**config.mk**
```make
export PLATFORM = sky130hd
export DESIGN_NAME = ppe_ram
export DESIGN_NICKNAME = d
export VERILOG_FILES = /design/src/hw/rtl/ppe_ram.sv
export SDC_FILE = /design/constraint.sdc
export NUM_CORES = 1
export LEC_CHECK = 0
export ABC_AREA = 1
export BUFFER_PORTS_ARGS = -buffer_cell sky130_fd_sc_hd__buf_2
export CAP_MARGIN = 20
export CORE_MARGIN = 3
export CORE_UTILIZATION = 29
export DETAILED_ROUTE_END_ITERATION = 10
export SLEW_MARGIN = 20
export SYNTH_ARGS = -nofsm -noshare
export SYNTH_HDL_FRONTEND = slang
export SYNTH_SLANG_ARGS = --single-unit
```
**constraint.sdc**
```tcl
create_clock -name clk -period 1.14 [get_ports clk]
set_input_delay 0 -clock clk [delete_from_list [all_inputs] [get_ports clk]]
set_output_delay 0 -clock clk [all_outputs]
set_load 0.02 [all_outputs]
```
**src/hw/rtl/ppe_ram.sv**
```systemverilog
// Generic single-port-write, single-port-read RAM with registered read data.
module ppe_ram #(
  parameter int WIDTH = 8,
  parameter int DEPTH = 16
) (
  input  logic                     clk,
  input  logic                     we,
  input  logic [$clog2(DEPTH)-1:0] waddr,
  input  logic [WIDTH-1:0]         wdata,
  input  logic                     re,
  input  logic [$clog2(DEPTH)-1:0] raddr,
  output logic [WIDTH-1:0]         rdata
);

  logic [WIDTH-1:0] mem [DEPTH];

  always_ff @(posedge clk) begin
    if (we) begin
      mem[waddr] <= wdata;
    end
    if (re) begin
      rdata <= mem[raddr];
    end
  end

endmodule

```
==> flow_summary.toml, run 1 <==
[timing]
rsz0062_at_grt = "true"
clock_skew_ns = 0.00779
maxSlewViolCount = 0
setup_viol = 0
post-route-min-period_ns = 1.11
fmax_mhz = 905
fin_ws_ns = 0.0345
relSlewSlack = 0.734
hold_viol = 0
worst_pin_slew_ns = 0.399
post-route-period-util = 0.970

[worst_setup_path]
end_kind = "register"
r2r_slack_ns = 0.03
r2r-start = "mem[15][1]"
crit_arrival_ns = 1.28
r2r-end = "rdata[1]"
worst-setup-path-type = "reg2reg"
critPathLaunchType = "register"
cp_max_fo = 1
r2r_cells = 6
cp.required_ns = 1.31

[worst_hold_path]
whs_path_depth = 1
min_path_type = "in2reg"
holdPathEnd = "mem[15][4]"
hold_start = "wdata[4]"

[place]
dp_cells = 850
gp_congestion = 0.780
pre_cts_ws_ns = -0.0418
dp_hpwl_um = 8770
portBuffers = 26

[synth]
ys_ff_latch = 136
syn_inst = 551
syn_nets = 570
avgSynthCellArea_sq_um = 10.6
syn_area_sq_um = 5850
synth_seq_area_share = 0.698
ys_types = 11
ys.warnings.count = 0

[clocking]
cts_setup_buffers = 0
cts-root-buf = "clkbuf_16"
clkSlewWorstSetupHoldPaths_ns = 0.06
cts_made_buffers = 17
clock_latency_ns = 0.42
cts.sinks = 136
clockBufferDepth = 2
cts_tree = "yes"
h-tree-depth = 4

[final_layout]
antenna_cells = 0
nNetsFinal = 626
final_cell_mix = "nand2_1 (170), edfxtp_1 (136), inv_1 (100)"
postLayoutCoreUtil = 0.366
layout.cells.non_filler = 885
area_growth_syn_to_layout_pct = 22.9
layout-drive-gt1-share = 0.181
layout_commonest_cell = "nand2_1"

[routing]
drtPass1Iterations = 4
vias_per_cell = 4.28
wl_per_cell_um = 15.7
num_vias = 3792
drt_iter0_markers = 315
drc_errors = 0
routed_wl_um = 13900
postRouteAntennaNets = 0

[power]
power_density_nw_per_um2 = 1650
peakVddDrop_mv = 1.14
leakagePower_nw = 3.05

[global_routing]
grt_pass1_vias = 3717
overflow = 0
grt_util_all_layers = 0.134
grt_max_degree = 33
antenna_found_initial = 0
grt_first_pass_wirelength_um = 21400

[die]
core_area_sq_um = 19700
die_h_um = 148
design.die.area_sq_um = 21900
dieWidth_um = 148
start_util = 0.297
ios = 27
row_count = 51

[flow_run]
maxCapViolations = 0

[status]
outcome = "complete, no violations"
power by group:
group | leakage, nW | switching, mW | internal, mW
logic | 1.54 | 0.537 | 0.268
registers | 1.24 | 0.0358 | 5.64
clock network | 0.275 | 2.01 | 3.39
total | 3.05 | 2.59 | 9.29
cells in the mapped netlist (all sizes together):
cell	number	area share
nand3b	2	0.0026
nor2	17	0.011
edfxtp	136	0.70
nand3	97	0.083
inv	102	0.065
buf	24	0.028
nand2	173	0.11
worst max-delay path by stage:
stage	startpoint	to	slack, ns	cells past startpoint
after floorplan	waddr[2]	mem[10][0]	0.19	2
after global placement	raddr[0]	rdata[0]	-0.04	7
after detailed placement	raddr[0]	rdata[0]	-0.04	8
after CTS	mem[1][0]	rdata[0]	0.006	6
after global routing	mem[12][1]	rdata[1]	-0.02	6
final	mem[15][1]	rdata[1]	0.03	6
metrics by stage:
step / TNS, ns / hold WS, ns / area [sq um] / total power, mW
3_5_place_dp: -0.0689 / 0.377 / 6470 / 6.55
3_3_place_gp: -0.0710 / 0.377 / 6470 / 6.54
4_1_cts: 0 / 0.00159 / 7090 / 12.0
2_1_floorplan: 0 / 0.0989 / 5850 / 6.19
5_1_grt: -0.0245 / 0.0170 / 7190 / 12.3
6_report: 0 / 0.0109 / 7190 / 11.9
logic make-up (layout without fill, tap and decap cells):
family                 after synthesis  in the layout  share of synthesized area
AND/OR/NAND/NOR                    289            289                      0.208
flip-flops                         136            136                      0.698
buffers and inverters              126            195                     0.0939
final cells by class:
cell class | instances | area (sq um)
clock buffers | 17 | 425
clock inverters | 15 | 160
fillers | 1994 | 12500
inverters | 102 | 383
multi-input cells | 289 | 1320
flip-flops and latches | 136 | 4080
well taps | 265 | 332
repair buffers | 61 | 488
routing by layer:
metal	vias to the layer above	GRT usage	wire length (um)
met1	1769	0.182	6270
met5	-	0	0
met3	15	0.0331	886
li1	1898	-	-
met4	0	0.0536	212
met2	110	0.206	6530
timing repair:
action | 4_1_cts | 5_1_grt
endpoints found under the setup margin | 1 | 8
resized for setup | 1 | 21
hold buffers | 3 | 0
hold endpoints to repair | 36 | 0
pin swaps | 0 | 1
worst max-delay path, stage by stage (launching register included):
cell	delay [ns]
edfxtp_1	0.37
inv_1	0.06
nand2_1	0.04
nand3_1	0.10
nand3_2	0.14
nand3_2	0.11
nand2_2	0.05
sequential cells by signal, summed over array words and instances (netlist names):
name   count
mem      128
rdata      8
(Power assumes the default switching activity.)
==> run 2: changes to the inputs <==
Settings changed: RECOVER_POWER set to 25.
==> run 2 against run 1 <==
Net effect: register-to-register slack about the same; utilization barely moved; highest routed layer unchanged; largest cell class unchanged; critical path depth unchanged; first-iteration DRC count down 1.6%; global-route usage is the same; largest power group unchanged; fmax grew 0.37%; clock skew decreased by 0.0013 ns; via count unchanged; setup slack better by 0.0041 ns.
==> flow_summary.toml, run 2 (synthesis gave the netlist of run 1 again) <==
[status]
outcome = "complete, no violations"

[clocking]
cts_made_buffers = 17
cts.sinks = 136
h-tree-depth = 4
cts_setup_buffers = 0
cts_tree = "yes"
clkSlewWorstSetupHoldPaths_ns = 0.06
clock_latency_ns = 0.42
clockBufferDepth = 2
cts-root-buf = "clkbuf_16"

[final_layout]
layout-drive-gt1-share = 0.173
multi_input_area_sq_um = 1320
antenna_cells = 0
reg_top3 = "mem (128), rdata (8)"
postLayoutCoreUtil = 0.365
layout_commonest_cell = "nand2_1"
nFillCells = 1989
seq_area_sq_um = 4080
largest_reg_flops = 128
regMostFlops = "mem"
final_cell_mix = "nand2_1 (170), edfxtp_1 (136), inv_1 (100)"
nNetsFinal = 626
area_growth_syn_to_layout_pct = 22.8

[worst_setup_path]
crit_family = "simple AND/OR/NAND/NOR gates"
r2r-start = "mem[15][1]"
crit_arrival_ns = 1.27
r2r_cells = 6
critPathLaunchType = "register"
r2r_slack_ns = 0.04
end_kind = "register"
cpMostUsedCell = "nand3_2"
cp_cell_sequence = "inv_1 -> nand2_1 -> nand3_1 -> nand3_2 -> nand3_2 -> nand2_2"
cp_slowest_cell = "edfxtp_1"
critPathBufInv = 1
critPathMaxStageDelay_ns = 0.37
r2r-end = "rdata[1]"
cp.required_ns = 1.31
crit_start = "mem[15][1]"
crit_end = "rdata[1]"
worst-setup-path-type = "reg2reg"
cp_max_fo = 1
path_depth = 6

[routing]
postRouteAntennaNets = 0
routed_wl_um = 13900
drc_errors = 0
drt_iter0_markers = 310
wl_per_cell_um = 15.7
drtPass1Iterations = 5
num_vias = 3792
vias_per_cell = 4.28

[flow_run]
maxCapViolations = 0

[die]
ios = 27
core_area_sq_um = 19700
row_count = 51
die_h_um = 148
design.die.area_sq_um = 21900
dieWidth_um = 148
start_util = 0.297

[timing]
rsz0062_at_grt = "true"
clock_skew_ns = 0.00651
setup_tns_ns = 0
relSlewSlack = 0.433
maxSlewViolCount = 0
post-route-min-period_ns = 1.10
fmax_mhz = 908
worst_pin_slew_ns = 0.850
setup_viol = 0
timing.hold.ws_ns = 0.0552
post-route-period-util = 0.966
hold_viol = 0
fin_ws_ns = 0.0386

[place]
dp_hpwl_um = 8770
pre_cts_ws_ns = -0.0418
portBuffers = 26
gp_congestion = 0.780

[global_routing]
grt_util_all_layers = 0.134
grt_first_pass_wirelength_um = 21400
grt_pass1_vias = 3717
antenna_found_initial = 0
overflow = 0
grt_max_degree = 33

[power]
power_density_nw_per_um2 = 1660
peakVddDrop_mv = 1.14
leakagePower_nw = 3.04
total_power_mw = 11.9

[worst_hold_path]
min_path_type = "in2reg"
run 2: worst min path at each step:
stage,depth (start not counted),start,end,slack (ns)
detailed placement,1,re,rdata[0],0.38
floorplan,0,wdata[0],mem[0][0],0.1
global placement,1,re,rdata[0],0.38
CTS,1,wdata[4],mem[13][4],0.002
global route,1,wdata[1],mem[14][1],0.05
finish,1,wdata[1],mem[6][1],0.06
run 2: layout make-up:
cell class	instances	share of cell area
clock buffer	17	0.0592
multi-input combinational	289	0.183
clock inverter	15	0.0223
timing repair buffer	61	0.0671
tap	265	0.0462
inverter	102	0.0533
sequential	136	0.569
run 2: routing by layer:
metal	routed length, um	global-route usage
met1	6290	0.182
met2	6510	0.206
met3	857	0.0331
met4	234	0.0536
met5	0	0
run 2: repair_timing:
| action | 4_1_cts | 5_1_grt |
|---|---|---|
| pin swaps | 0 | 1 |
| hold buffers | 3 | 0 |
| endpoints found under the setup margin | 1 | 8 |
| endpoints found under the hold margin | 36 | 0 |
| resized for setup | 1 | 21 |
run 2: stage by stage:
stage               std cells  area [sq um]
global route              885          7180
CTS                       885          7090
floorplan                 551          5850
global placement          850          6470
detailed placement        850          6470
finish                    885          7180
run 2: power by group:
part           total (mW)  switching [mW]  internal [mW]
combinational       0.803           0.538          0.265
sequential           5.67          0.0358           5.64
clock                5.41            2.02           3.39
total                11.9            2.59           9.29
